`src/rtl/tsir_pkg.sv`:
```
// ----------------------------------------------------------------------------
// tsir_pkg: shared types and constants of the touch-strip I2C reader
// Holds the request codes, the event codes, the register indexes and the
// structs that pass configuration and results between the modules.
// ----------------------------------------------------------------------------
package tsir_pkg;

  // Input request kinds, carried on s_tuser.
  localparam logic OP_TICK  = 1'b0;
  localparam logic OP_START = 1'b1;

  // Touch event codes reported with a finished transaction.
  localparam logic [1:0] EV_NONE    = 2'd0;
  localparam logic [1:0] EV_TOUCH   = 2'd1;
  localparam logic [1:0] EV_RELEASE = 2'd2;

  // Configuration register indexes.
  localparam logic [1:0] REG_DEVICE_ADDRESS = 2'd0;
  localparam logic [1:0] REG_REGISTER_INDEX = 2'd1;
  localparam logic [1:0] REG_DELAY_TICKS    = 2'd2;

  // Reset values of the configuration registers.
  localparam logic [6:0]  DEVICE_ADDRESS_RESET = 7'h15;
  localparam logic [7:0]  REGISTER_INDEX_RESET = 8'h00;
  localparam logic [15:0] DELAY_TICKS_RESET    = 16'd30;

  // Number of read bytes that are kept for the result.
  localparam int KEPT_BYTES = 3;

  typedef struct packed {
    logic [6:0]  device_address;
    logic [7:0]  register_index;
    logic [15:0] delay_ticks;
  } cfg_t;

  typedef struct packed {
    logic [1:0] touch_event;
    logic [7:0] extra_byte;
    logic [7:0] position_byte;
    logic [7:0] status_byte;
    logic       status;
    logic       done_res;
    logic       busy_res;
    logic       sda_release;
    logic       scl_release;
  } res_t;

endpackage

```
`src/rtl/touch_strip_i2c_reader.sv`:
```
// ----------------------------------------------------------------------------
// touch_strip_i2c_reader: I2C master for one fixed touch-strip register read
// Runs START, address+write, register byte, repeated START, address+read,
// the read bytes and STOP, one bus delay unit per line change, and reports
// touch and release events from the first byte read.
// ----------------------------------------------------------------------------
//  Channel  Direction  Width  Contents (lowest bit first)
//  s_*      in         8+1    tdata: sda_in; tuser: op (0 tick, 1 start)
//  m_*      out        32     tdata: scl/sda release, busy, done, status,
//                             status, position, extra bytes, touch event
//  cfg_*    in         2+16   register index and write data, no read-back
//
//  One tick advances the bus sequencer by one delay count, so a request can be
//  accepted on every cycle while no result is held back by m_tready.
//  The result of a request sits in the output register in the cycle after it is
//  accepted; a new request is taken while that result waits, as long as the
//  downstream side takes the held result in the same cycle.
//  When m_tready is low and a result is held, s_tready drops and nothing moves.
//  rst is synchronous and active high; it restores the register defaults,
//  releases both lines and empties the output register.
// ----------------------------------------------------------------------------
module touch_strip_i2c_reader
  import tsir_pkg::*;
#(
  parameter int READ_BYTES = 3
) (
  input  logic        clk,
  input  logic        rst,
  input  logic        s_tvalid,
  output logic        s_tready,
  input  logic [7:0]  s_tdata,   // [0] sda_in, [7:1] zero
  input  logic        s_tuser,   // [0] op
  output logic        m_tvalid,
  input  logic        m_tready,
  output logic [31:0] m_tdata,   // [0] scl_release, [1] sda_release, [2] busy_res,
                                 // [3] done_res, [4] status, [12:5] status_byte,
                                 // [20:13] position_byte, [28:21] extra_byte,
                                 // [30:29] touch_event, [31] zero
  input  logic        cfg_we,
  input  logic [1:0]  cfg_index,
  input  logic [15:0] cfg_data
);

  cfg_t cfg;
  res_t res;
  res_t out_res;
  logic step;

  // A request is accepted whenever the output register is empty or drains now.
  assign s_tready = !m_tvalid || m_tready;
  assign step     = s_tvalid && s_tready;

  // Configuration registers; writes to an unused index are dropped.
  always_ff @(posedge clk) begin
    if (rst) begin
      cfg.device_address <= DEVICE_ADDRESS_RESET;
      cfg.register_index <= REGISTER_INDEX_RESET;
      cfg.delay_ticks    <= DELAY_TICKS_RESET;
    end else if (cfg_we) begin
      if (cfg_index == REG_DEVICE_ADDRESS) begin
        cfg.device_address <= cfg_data[6:0];
      end else if (cfg_index == REG_REGISTER_INDEX) begin
        cfg.register_index <= cfg_data[7:0];
      end else if (cfg_index == REG_DELAY_TICKS) begin
        cfg.delay_ticks <= cfg_data;
      end
    end
  end

  tsir_seq #(
    .READ_BYTES(READ_BYTES)
  ) u_seq (
    .clk    (clk),
    .rst    (rst),
    .step   (step),
    .op     (s_tuser),
    .sda_in (s_tdata[0]),
    .cfg    (cfg),
    .res    (res)
  );

  // Output register: valid is control state, the payload loads on each step.
  always_ff @(posedge clk) begin
    if (rst) begin
      m_tvalid <= 1'b0;
    end else if (step) begin
      m_tvalid <= 1'b1;
    end else if (m_tready) begin
      m_tvalid <= 1'b0;
    end
  end

  always_ff @(posedge clk) begin
    if (step) begin
      out_res <= res;
    end
  end

  assign m_tdata = {1'b0, out_res};

endmodule

```
`src/rtl/tsir_seq.sv`:
```
// ----------------------------------------------------------------------------
// tsir_seq: bus sequencer of the touch-strip I2C reader
// Holds the transaction state and advances it by one request per step.
// ----------------------------------------------------------------------------
module tsir_seq
  import tsir_pkg::*;
#(
  parameter int READ_BYTES = 3
) (
  input  logic clk,
  input  logic rst,
  input  logic step,
  input  logic op,
  input  logic sda_in,
  input  cfg_t cfg,
  output res_t res
);

  localparam int RIW = $clog2(READ_BYTES + 1);

  typedef enum logic [2:0] {
    ST_IDLE, ST_START1, ST_WBITS, ST_WACK, ST_START2, ST_RBITS, ST_RACK, ST_STOP
  } stage_t;

  stage_t           stage, stage_next;
  logic [1:0]       phase_step, phase_step_next;
  logic [2:0]       bit_count, bit_count_next;
  logic [7:0]       shift_byte, shift_byte_next;
  logic [RIW-1:0]   read_index, read_index_next;
  logic [15:0]      delay_count, delay_count_next;
  logic [7:0]       captured [KEPT_BYTES];
  logic [7:0]       captured_next [KEPT_BYTES];
  logic             touching, touching_next;
  logic             scl_lvl, scl_lvl_next;
  logic             sda_lvl, sda_lvl_next;
  logic [1:0]       write_sel, write_sel_next;
  logic             nack_seen, nack_seen_next;
  logic             last_status, last_status_next;
  logic             done_now;
  logic [1:0]       event_now;
  logic [16:0]      count_inc;
  logic [15:0]      limit;

  // Byte sent in a write phase: address with write bit, register pointer,
  // then address with read bit.
  function automatic logic [7:0] write_byte(input logic [1:0] sel, input cfg_t c);
    logic [7:0] b;
    if (sel == 2'd0) begin
      b = {c.device_address, 1'b0};
    end else if (sel == 2'd1) begin
      b = c.register_index;
    end else begin
      b = {c.device_address, 1'b1};
    end
    return b;
  endfunction

  assign limit     = (cfg.delay_ticks == 16'd0) ? 16'd1 : cfg.delay_ticks;
  assign count_inc = {1'b0, delay_count} + 17'd1;

  always_comb begin
    stage_next       = stage;
    phase_step_next  = phase_step;
    bit_count_next   = bit_count;
    shift_byte_next  = shift_byte;
    read_index_next  = read_index;
    delay_count_next = delay_count;
    captured_next    = captured;
    touching_next    = touching;
    scl_lvl_next     = scl_lvl;
    sda_lvl_next     = sda_lvl;
    write_sel_next   = write_sel;
    nack_seen_next   = nack_seen;
    last_status_next = last_status;
    done_now         = 1'b0;
    event_now        = EV_NONE;

    if (op == OP_START) begin
      if (stage == ST_IDLE) begin
        for (int i = 0; i < KEPT_BYTES; i++) begin
          captured_next[i] = 8'd0;
        end
        write_sel_next   = 2'd0;
        nack_seen_next   = 1'b0;
        read_index_next  = '0;
        bit_count_next   = 3'd7;
        shift_byte_next  = 8'd0;
        delay_count_next = 16'd0;
        stage_next       = ST_START1;
        phase_step_next  = 2'd0;
        scl_lvl_next     = 1'b1;
        sda_lvl_next     = 1'b1;
      end
    end else if (stage != ST_IDLE) begin
      if (count_inc < {1'b0, limit}) begin
        delay_count_next = count_inc[15:0];
      end else begin
        delay_count_next = 16'd0;
        unique case (stage)
          ST_START1, ST_START2: begin
            if (phase_step == 2'd0) begin
              sda_lvl_next    = 1'b0;
              phase_step_next = 2'd1;
            end else if (phase_step == 2'd1) begin
              scl_lvl_next    = 1'b0;
              phase_step_next = 2'd2;
            end else begin
              shift_byte_next = write_byte(write_sel, cfg);
              bit_count_next  = 3'd7;
              stage_next      = ST_WBITS;
              phase_step_next = 2'd0;
              sda_lvl_next    = shift_byte_next[7];
            end
          end
          ST_WBITS: begin
            if (phase_step == 2'd0) begin
              scl_lvl_next    = 1'b1;
              phase_step_next = 2'd1;
            end else if (phase_step == 2'd1) begin
              scl_lvl_next    = 1'b0;
              phase_step_next = 2'd2;
            end else if (bit_count == 3'd0) begin
              stage_next      = ST_WACK;
              phase_step_next = 2'd0;
              sda_lvl_next    = 1'b1;
            end else begin
              bit_count_next  = bit_count - 3'd1;
              phase_step_next = 2'd0;
              sda_lvl_next    = shift_byte[bit_count_next];
            end
          end
          ST_WACK: begin
            if (phase_step == 2'd0) begin
              scl_lvl_next    = 1'b1;
              phase_step_next = 2'd1;
            end else if (phase_step == 2'd1) begin
              if (sda_in) begin
                nack_seen_next = 1'b1;
              end
              scl_lvl_next    = 1'b0;
              phase_step_next = 2'd2;
            end else if (nack_seen) begin
              stage_next      = ST_STOP;
              phase_step_next = 2'd0;
              sda_lvl_next    = 1'b0;
            end else if (write_sel == 2'd0) begin
              write_sel_next  = 2'd1;
              shift_byte_next = write_byte(2'd1, cfg);
              bit_count_next  = 3'd7;
              stage_next      = ST_WBITS;
              phase_step_next = 2'd0;
              sda_lvl_next    = shift_byte_next[7];
            end else if (write_sel == 2'd1) begin
              write_sel_next  = 2'd2;
              stage_next      = ST_START2;
              phase_step_next = 2'd0;
              scl_lvl_next    = 1'b1;
              sda_lvl_next    = 1'b1;
            end else begin
              read_index_next = '0;
              stage_next      = ST_RBITS;
              phase_step_next = 2'd0;
              bit_count_next  = 3'd7;
              shift_byte_next = 8'd0;
              sda_lvl_next    = 1'b1;
            end
          end
          ST_RBITS: begin
            if (phase_step == 2'd0) begin
              scl_lvl_next    = 1'b1;
              phase_step_next = 2'd1;
            end else if (phase_step == 2'd1) begin
              if (sda_in) begin
                shift_byte_next[bit_count] = 1'b1;
              end
              scl_lvl_next    = 1'b0;
              phase_step_next = 2'd2;
            end else if (bit_count == 3'd0) begin
              for (int i = 0; i < KEPT_BYTES; i++) begin
                if (int'(read_index) == i) begin
                  captured_next[i] = shift_byte;
                end
              end
              stage_next      = ST_RACK;
              phase_step_next = 2'd0;
              // Acknowledge every byte except the last one.
              sda_lvl_next    = (int'(read_index) + 1 < READ_BYTES) ? 1'b0 : 1'b1;
            end else begin
              bit_count_next  = bit_count - 3'd1;
              phase_step_next = 2'd0;
            end
          end
          ST_RACK: begin
            if (phase_step == 2'd0) begin
              scl_lvl_next    = 1'b1;
              phase_step_next = 2'd1;
            end else if (phase_step == 2'd1) begin
              scl_lvl_next    = 1'b0;
              phase_step_next = 2'd2;
            end else begin
              read_index_next = read_index + RIW'(1);
              phase_step_next = 2'd0;
              if (int'(read_index) + 1 < READ_BYTES) begin
                stage_next      = ST_RBITS;
                bit_count_next  = 3'd7;
                shift_byte_next = 8'd0;
                sda_lvl_next    = 1'b1;
              end else begin
                stage_next   = ST_STOP;
                sda_lvl_next = 1'b0;
              end
            end
          end
          ST_STOP: begin
            if (phase_step == 2'd0) begin
              scl_lvl_next    = 1'b1;
              phase_step_next = 2'd1;
            end else if (phase_step == 2'd1) begin
              sda_lvl_next    = 1'b1;
              phase_step_next = 2'd2;
            end else begin
              stage_next       = ST_IDLE;
              phase_step_next  = 2'd0;
              scl_lvl_next     = 1'b1;
              sda_lvl_next     = 1'b1;
              done_now         = 1'b1;
              last_status_next = nack_seen;
              if (!nack_seen) begin
                if (captured[0] != 8'd0) begin
                  touching_next = 1'b1;
                  event_now     = EV_TOUCH;
                end else if (touching) begin
                  touching_next = 1'b0;
                  event_now     = EV_RELEASE;
                end
              end
            end
          end
          ST_IDLE: begin
            stage_next = ST_IDLE;
          end
        endcase
      end
    end
  end

  always_ff @(posedge clk) begin
    if (rst) begin
      stage       <= ST_IDLE;
      phase_step  <= 2'd0;
      bit_count   <= 3'd7;
      shift_byte  <= 8'd0;
      read_index  <= '0;
      delay_count <= 16'd0;
      for (int i = 0; i < KEPT_BYTES; i++) begin
        captured[i] <= 8'd0;
      end
      touching    <= 1'b0;
      scl_lvl     <= 1'b1;
      sda_lvl     <= 1'b1;
      write_sel   <= 2'd0;
      nack_seen   <= 1'b0;
      last_status <= 1'b0;
    end else if (step) begin
      stage       <= stage_next;
      phase_step  <= phase_step_next;
      bit_count   <= bit_count_next;
      shift_byte  <= shift_byte_next;
      read_index  <= read_index_next;
      delay_count <= delay_count_next;
      captured    <= captured_next;
      touching    <= touching_next;
      scl_lvl     <= scl_lvl_next;
      sda_lvl     <= sda_lvl_next;
      write_sel   <= write_sel_next;
      nack_seen   <= nack_seen_next;
      last_status <= last_status_next;
    end
  end

  // Result of this request as seen after the step.
  always_comb begin
    res.scl_release   = scl_lvl_next;
    res.sda_release   = sda_lvl_next;
    res.busy_res      = (stage_next != ST_IDLE);
    res.done_res      = done_now;
    res.status        = last_status_next;
    res.status_byte   = captured_next[0];
    res.position_byte = captured_next[1];
    res.extra_byte    = captured_next[2];
    res.touch_event   = event_now;
  end

`ifndef SYNTHESIS
  a_idle_released: assert property (@(posedge clk) disable iff (rst)
    stage == ST_IDLE |-> scl_lvl && sda_lvl)
    else $error("bus lines not released while idle");

  a_phase_range: assert property (@(posedge clk) disable iff (rst)
    phase_step != 2'd3)
    else $error("phase step out of range");

  a_event_with_done: assert property (@(posedge clk) disable iff (rst)
    event_now != EV_NONE |-> done_now && !nack_seen)
    else $error("touch event without a clean finish");

  // After a clean finish the touch state follows the first byte read.
  a_done_to_idle: assert property (@(posedge clk) disable iff (rst)
    step && done_now && !nack_seen |=>
      (stage == ST_IDLE) && (touching == (captured[0] != 8'd0)))
    else $error("finish did not return to idle with matching touch state");
`endif

endmodule
```
`config.mk`:
```
export PLATFORM = sky130hd
export DESIGN_NAME = touch_strip_i2c_reader
export DESIGN_NICKNAME = d
export VERILOG_FILES = /design/src/rtl/tsir_pkg.sv /design/src/rtl/touch_strip_i2c_reader.sv /design/src/rtl/tsir_seq.sv
export SDC_FILE = /design/constraint.sdc
export NUM_CORES = 1
export LEC_CHECK = 0
export BUFFER_PORTS_ARGS = -buffer_cell sky130_fd_sc_hd__buf_2
export CAP_MARGIN = 15
export CORE_AREA = 4 4 116 118
export CTS_CLUSTER_SIZE = 30
export DETAILED_ROUTE_END_ITERATION = 8
export DIE_AREA = 0 0 120 122
export PLACE_DENSITY = 0.86
export SLEW_MARGIN = 20
export SYNTH_ARGS = -nofsm -noshare
export SYNTH_HDL_FRONTEND = slang
export SYNTH_HIERARCHICAL = 1
export SYNTH_SLANG_ARGS = --single-unit
```
`constraint.sdc`:
```
create_clock -name clk -period 4.3 [get_ports clk]
set_input_delay 1.075 -clock clk [delete_from_list [all_inputs] [get_ports clk]]
set_output_delay 1.075 -clock clk [all_outputs]
set_load 0.05 [all_outputs]
```
Word level (Yosys, flattened, before mapping)

Index checks and enable logic that the tools add are counted.

Bitwise gates (word level): 10
Reductions and logical operators: 42
Add/subtract/negate cells: 4
Multiplexer cells: 165
Equality and inequality tests: 35
Order comparisons: 5

Operators by type and width:

| kind                                                                          | number |
|---|---|
| 24-bit two-way mux                                                            | 8 |
| 8-bit two-way mux                                                             | 22 |
| 3-bit two-way mux                                                             | 37 |
| 16-bit two-way mux                                                            | 5 |
| 1-bit two-way mux                                                             | 57 |
| 2-bit two-way mux                                                             | 28 |
| 3-bit inequality test, second input constant                                  | 14 |
| 17-bit AND reduction                                                          | 2 |
| 32-bit by 3-bit less-than comparator with 1-bit output, second input constant | 1 |
| 8-bit case mux with 4 select lines                                            | 1 |
| 3-bit case mux with 7 select lines                                            | 1 |
| 16-bit by 1-bit adder with 17-bit output, second input constant               | 1 |
| 17-bit by 16-bit less-than comparator with 1-bit output                       | 1 |
| 16-bit zero test                                                              | 1 |
| 8-bit AND reduction                                                           | 2 |
| 7-bit OR reduction                                                            | 2 |
| 3-bit equality test, second input constant                                    | 4 |
| 3-bit case mux with 4 select lines                                            | 1 |
| 12-bit AND reduction                                                          | 1 |
| 2-bit nonzero test                                                            | 6 |
| 3-bit nonzero test                                                            | 4 |
| 5-bit nonzero test                                                            | 2 |
| 1-bit NOT                                                                     | 9 |
| 9-bit AND reduction                                                           | 1 |
| 33 further kinds                                                              | 50 |

Input port bits: 32
Bits in registers: 128

Longest topological paths before layout

Gate-level depths: netlist of the first run.

Depth in word-level cells: 12
Depth in mapped cells: 15
Mapped depth without buffers: 13

By module

Netlist of the first run, hierarchy kept.

Modules (own cells, without submodules):

| module                 | times used | area an instance (µm²) | cells each | seq. area each (µm²) |
|---|---|---|---|---|
| tsir_seq               | 1          | 5032.3                 | 697        | 1301.2 |
| touch_strip_i2c_reader | 1          | 2307.2                 | 166        | 1571.5 |

Worst setup path after synthesis of the first run

No wires, ideal clock.

Path kind: input to register
Start: input m_tready
End: register u_seq.read_index[0]
Buffers on the path: 1
Slack: 0.452 ns
Arrival: 3.778 ns
Stages: 10
Cell sequence: nand2b_1 -> and2_1 -> clkbuf_1 -> nor2b_1 -> nor2b_1 -> nand3_1 -> nor2_1 -> a21boi_0 -> o211ai_1 -> a21oi_1

Word-level cells in the longest chain between the ends: 3

RTL lines:

| what                           | line                         | text |
|---|---|---|
| start, declared                | touch_strip_i2c_reader.sv:34 | `input logic m_tready,` |
| 1-bit logical OR               | touch_strip_i2c_reader.sv:50 | `assign s_tready = !m_tvalid \|\| m_tready;` |
| 1-bit logical AND              | touch_strip_i2c_reader.sv:51 | `assign step = s_tvalid && s_tready;` |
| net step                       | touch_strip_i2c_reader.sv:47 | `logic step;` |
| 12-bit AND reduction (no line) | --                           |  |
| end signal, assigned           | tsir_seq.sv:269              | `read_index <= read_index_next;` |
| end, declared                  | tsir_seq.sv:29               | `logic [RIW-1:0] read_index, read_index_next;` |

The timed path passes the listed nets, and every way through them passes these cells.
A chain may end at the register's enable or synchronous reset.

==> results of run 1 <==
==> synth_stat cells (6+ instances only) <==
| cell | n |
|---|---|
| nand2b_1 | 51 |
| o21ai_0 | 50 |
| nand4_1 | 8 |
| nor2b_1 | 14 |
| xnor2_1 | 12 |
| inv_1 | 29 |
| clkbuf_1 | 41 |
| edfxtp_1 | 31 |
| nor3_1 | 24 |
| nor2_1 | 44 |
| nand2_1 | 119 |
| buf_2 | 8 |
| o211ai_1 | 8 |
| buf_4 | 11 |
| dfxtp_1 | 97 |
| mux2_2 | 6 |
| mux2i_1 | 42 |
| a21oi_1 | 64 |
| nor4_1 | 10 |
| nand3_1 | 52 |
| a31oi_1 | 6 |
| ha_1 | 25 |
==> worst paths after layout <==
| check | cells after the start | slack [ns] | end | startpoint |
|---|---|---|---|---|
| worst min-delay path | 2 | 0.46 | u_seq/captured[15] | u_seq/captured[15] |
| worst max register to register | 13 | 0.36 | m_tdata[2] | u_seq/delay_count[5] |
| worst max-delay path | 13 | 0.36 | m_tdata[2] | u_seq/delay_count[5] |
| worst min register to register | 2 | 0.46 | u_seq/captured[15] | u_seq/captured[15] |
==> per-layer routing <==
layer  vias to the layer above  global-route usage, %  wire length, um
li1                       3119                      -                -
met4                         0                   9.23              360
met3                        30                   4.87             1100
met1                      2906                   27.3             6770
met2                       229                   40.8             8350
met5                         -                      0                0
==> worst register-to-register path: stages, from the launching register on <==
cell and delay (ns):
dfxtp_1 0.43, and4_1 0.27, nand3_1 0.13, nor4_1 0.37, nand3_1 0.14, xnor2_1 0.24
ha_1 0.30, nand3_1 0.13, nor3_1 0.08, a2111oi_2 0.43, o21a_4 0.40, nand2_1 0.15
a221oi_1 0.44, nand4_1 0.17
==> sequential cells by signal (all words and copies together) (netlist names), 2 cells and up <==
signal / flops
cfg: 31
m_tdata: 31
u_seq/bit_count: 3
u_seq/captured: 24
u_seq/delay_count: 16
u_seq/phase_step: 2
u_seq/read_index: 2
u_seq/shift_byte: 8
u_seq/stage: 3
u_seq/write_sel: 2
==> area by class of cell <==
| cell class | instances | area share [%] |
|---|---|---|
| Clock buffer | 23 | 5.70 |
| Clock inverter | 9 | 1.32 |
| Inverter | 30 | 1.37 |
| Multi-Input combinational cell | 638 | 49.1 |
| Sequential cell | 128 | 34.9 |
| Tap cell | 172 | 2.62 |
| Timing Repair Buffer | 71 | 4.93 |
==> power groups by stage <==
stage          logic, mW  registers (mW)  clock network (mW)
2_1_floorplan      0.151            1.34                   0
3_3_place_gp       0.248            1.31                   0
3_5_place_dp       0.251            1.31                   0
4_1_cts            0.253            1.28                1.40
5_1_grt            0.276            1.28                1.46
6_report           0.254            1.28                1.39
==> kinds of logic after synthesis <==
logic type,after synthesis
simple gates,356
compound gates,189
flops,128
buf+inv,97
mux,50
fa+ha+maj,25
xor+xnor,17
other cells,1
==> results.cfg, run 1 <==
[status]
status = completed

[drt]
drt_iter0_markers = 511
drc = 0
wl_per_cell_um = 15.5
wl_um = 16600
drtPass1Iterations = 5
routed_via_density = 5.87
vias = 6284
postRouteAntennaNets = 0

[final_layout]
final_common_cell = nand2_1
diodes = 0
final_cell_mix = nand2_1 (119), dfxtp_1 (97), a21oi_1 (64)
multi_input_area_sq_um = 4040
fin_util_pct = 66.0
drive_above_1_share_pct = 13.8
final_cell_area_sq_um = 8230
area_growth_pct = 12.1
fillCellCount = 1032
final_nets = 943
seq_area_sq_um = 2870
final_cells = 1071

[critical_path]
crit_chain = and4_1, nand3_1, nor4_1, nand3_1, xnor2_1, ha_1, nand3_1, nor3_1, a2111oi_2, o21a_4, nand2_1, a221oi_1, nand4_1
crit_arrival_ns = 4.08
worstPathRequired_ns = 4.44
cp_max_fo = 17
critical_path.top_delay_family = simple AND/OR/NAND/NOR gates
crit_type = reg2reg
critPathMaxStageDelay_ns = 0.44
slowest_stage = a221oi_1
crit_top_cell = nand3_1
start_kind = register
path_buf_inv = 0
cp-end-kind = register

[power_and_ir_drop]
p_leak_nw = 3.06
power.density_nw_per_um2 = 355
p_switching_uw = 699
vdd_drop_max_v = 0.000285
clock_power_share_pct = 47.4
share_seq_of_total_power_pct = 43.9
combPwrFrac_pct = 8.7
power.internal_mw = 2.22
p_sw_share_pct = 23.9
total_power_mw = 2.92

[synth]
synth_cell_types = 76
synth_top_area_share_pct = 26.5
synth_edf_count = 31
yosysSeqAreaShare_pct = 39.1
synth_top_family_by_area = simple AND/OR/NAND/NOR gates
synthMuxAreaShare_pct = 7.26
async_flop_share_pct = 0
yosys_most_used_dff = dfxtp_1
synth.area.top_cells = dfxtp_1 (26%), edfxtp_1 (13%), nand2_1 (6.1%)
syn_nets = 920
avgSynthCellArea_sq_um = 8.50
ys_seq_elements = 128
synth_xor_area_share_pct = 2.03
synth_compound_area_share_pct = 17.2
synth.yosys.warnings = 6
synth-simple-area-share_pct = 24.1
netlist_area_sq_um = 7340
synthAdderAreaFrac_pct = 4.26
synth_top_cell_by_area = dfxtp_1
synthCells = 863

[clock_network]
hold_buffers = 0
cts_root_buffer = clkbuf_16
cts_made_buffers = 17
clock_sinks = 128
clk_pin_slew_ns = 0.06
cts_setup_buffers = 0
cts.repair.resized = 0
ctsHtreeMaxLevel = 4
clk_latency_ns = 0.42
cts_tree = yes
cts_buffer_depth = 2

[sta]
hold_slack_ns = 0.464
tightest_slew_ns = 0.972
rsz0062_at_grt = no
finalHoldViolCount = 0
max_freq_mhz = 254
final_max_slew_viol_count = 0
period_share_pct = 91.7
setup-tns-final_ns = 0
setup-violations-final = 0
relSlewSlack_pct = 35.2
layout_setup_ws_ns = 0.356
fin_skew_ns = 0.00862
min_period_ns = 3.94

[global_routing]
antenna_found_initial = 0
track_usage_pct = 23.0
first_global_vias = 5758
grt_remaining_overflow = 0
grt_pass1_wl_um = 27400
grt_max_degree = 80

[placed_design]
dpl_cell_area_sq_um = 7640
dp_hpwl_um = 11300
place_congestion = 0.941
place.port_buffers = 57
place_inst = 1039
dp_slack_ns = 0.335

[job]
max_cap_violations = 0

[floorplanning]
start_util_pct = 58.9
die_area_sq_um = 14600
coreArea_sq_um = 12500
die_h_um = 122
row_count = 41
io_pins = 66
fp.dieW_um = 120

[hold_path]
holdCritPathClass = reg2reg
Power figures use the tool's default switching activity.
==> inputs of run 2 (changes only) <==
==> constraint.sdc (replaced) <==
create_clock -name clk -period 4.3 [get_ports clk]
set_input_delay 0.43 -clock clk [delete_from_list [all_inputs] [get_ports clk]]
set_output_delay 0.43 -clock clk [all_outputs]
set_load 0.05 [all_outputs]
==> run 2 against run 1 <==
Effect of this change:
- critical path depth stayed put
- cell count stayed put
- sequential power hardly changed
- flip-flop and latch count stayed put
- clock power is 5% lower
- clock skew is 0.0030 ns lower
- non-clock buffer count stayed put
- first-iteration DRC count is 8.8% higher
- sequential share of layout area is 0.21 points higher
- setup slack worse by 0.16 ns
- largest power group unchanged
==> results.cfg, run 2 (same netlist as run 1, synthesis figures left out) <==
[status]
status = completed

[floorplanning]
row_count = 41
coreArea_sq_um = 12500
die_h_um = 122
die_area_sq_um = 14600
fp.dieW_um = 120
io_pins = 66
start_util_pct = 58.9

[hold_path]
holdCritPathClass = in2reg

[power_and_ir_drop]
p_leak_nw = 3.03
vdd_drop_max_v = 0.000334
power.density_nw_per_um2 = 349

[sta]
relSlewSlack_pct = 33.4
setup-tns-final_ns = 0
rsz0062_at_grt = no
max_freq_mhz = 244
hold_slack_ns = 0.247
final_max_slew_viol_count = 0
setup-violations-final = 0
tightest_slew_ns = 1.00
fin_skew_ns = 0.00561
period_share_pct = 95.5
min_period_ns = 4.11
finalHoldViolCount = 0

[placed_design]
dp_hpwl_um = 11200
place_congestion = 0.931
place.port_buffers = 57

[clock_network]
cts_tree = yes
cts_buffer_depth = 2
clk_pin_slew_ns = 0.06
clk_latency_ns = 0.42
ctsHtreeMaxLevel = 4
clock_sinks = 128
cts_root_buffer = clkbuf_16
cts_made_buffers = 17

[critical_path]
crit_chain = and4_1, nand3_1, nor4_1, nand3_1, xnor2_1, ha_1, nand3_1, nor3_1, a2111oi_2, o21a_4, nand2_1, a221oi_1, nand4_1
cp-end-kind = register
crit_top_cell = nand3_1
slowest_stage = dfxtp_1
worstPathRequired_ns = 4.45
cp_max_fo = 17
critPathMaxStageDelay_ns = 0.48
crit_type = reg2reg
start_kind = register
crit_arrival_ns = 4.26

[final_layout]
drive_above_1_share_pct = 13.9
multi_input_area_sq_um = 4040
fin_util_pct = 65.6
area_growth_pct = 11.4
final_nets = 943
fillCellCount = 1020
final_cell_mix = nand2_1 (119), dfxtp_1 (97), a21oi_1 (64)
seq_area_sq_um = 2870
diodes = 0
final_common_cell = nand2_1

[global_routing]
antenna_found_initial = 0
grt_max_degree = 117
grt_pass1_wl_um = 27400
track_usage_pct = 23.1
grt_remaining_overflow = 0
first_global_vias = 5749

[drt]
vias = 6330
drc = 0
drtPass1Iterations = 5
drt_iter0_markers = 556
postRouteAntennaNets = 0
wl_per_cell_um = 15.7
routed_via_density = 5.91
wl_um = 16800

[job]
max_cap_violations = 0
==> run 2: changes by cell type in the layout (fill, tap and decap cells not counted), moves of 2 or more <==
cell	delta
clkbuf_1	-4
clkinv_1	+4
inv_6	+4
clkinv_4	-3
clkinvlp_4	+3
clkinv_2	-2
==> run 2: what timing repair did <==
action / in CTS / in global routing
setup buffers: 0 / 0
hold buffers: 0 / 0
gates resized for setup: 0 / 2
endpoints found under the setup margin: 0 / 4
==> run 2: where the power goes <==
group | internal [mW] | switching (mW) | leakage, nW
Sequential | 1.26 | 0.0226 | 1.09
Combinational | 0.0773 | 0.177 | 1.69
Clock | 0.789 | 0.531 | 0.254
Total | 2.13 | 0.730 | 3.03
==> run 2: stage by stage <==
step	setup slack (ns)	instances	power [mW]	cell area (sq um)
2_1_floorplan	0.587	863	1.49	7340
3_3_place_gp	0.412	1039	1.55	7620
3_5_place_dp	0.275	1039	1.56	7620
4_1_cts	0.160	1071	2.87	8170
5_1_grt	0.0250	1071	2.95	8180
6_report	0.194	1071	2.86	8180
==> run 2: layer usage <==
| metal | GRT usage (%) | routed length [um] | vias up |
|---|---|---|---|
| li1 | - | - | 3111 |
| met1 | 28.0 | 6970 | 2927 |
| met2 | 39.3 | 8310 | 252 |
| met3 | 4.92 | 1080 | 40 |
| met4 | 10.7 | 420 | 0 |
| met5 | 0 | 0 | - |
==> run 2: area by class of cell <==
cell class | instances | area share [%]
clock buffers | 18 | 5.25
clock inverters | 14 | 1.41
inverters | 30 | 1.38
multi-input cells | 638 | 49.4
flip-flops and latches | 128 | 35.1
well taps | 172 | 2.63
repair buffers | 71 | 4.80
==> run 2: worst max-delay path, delay by kind of cell, from the launching register on <==
family	cells	cell delay, ns
compound gates	3	1.31
xor+xnor	1	0.25
fa+ha+maj	1	0.31
flops	1	0.48
simple gates	8	1.47
==> run 2: path summary, 6_finish.rpt <==
kind,from,to,slack [ns],cells after the start
worst min register to register,u_seq/captured[15],u_seq/captured[15],0.46,2
worst max register to register,u_seq/delay_count[5],m_tdata[2],0.19,13
worst max-delay path,u_seq/delay_count[5],m_tdata[2],0.19,13
worst min-delay path,s_tvalid,m_tvalid,0.25,3
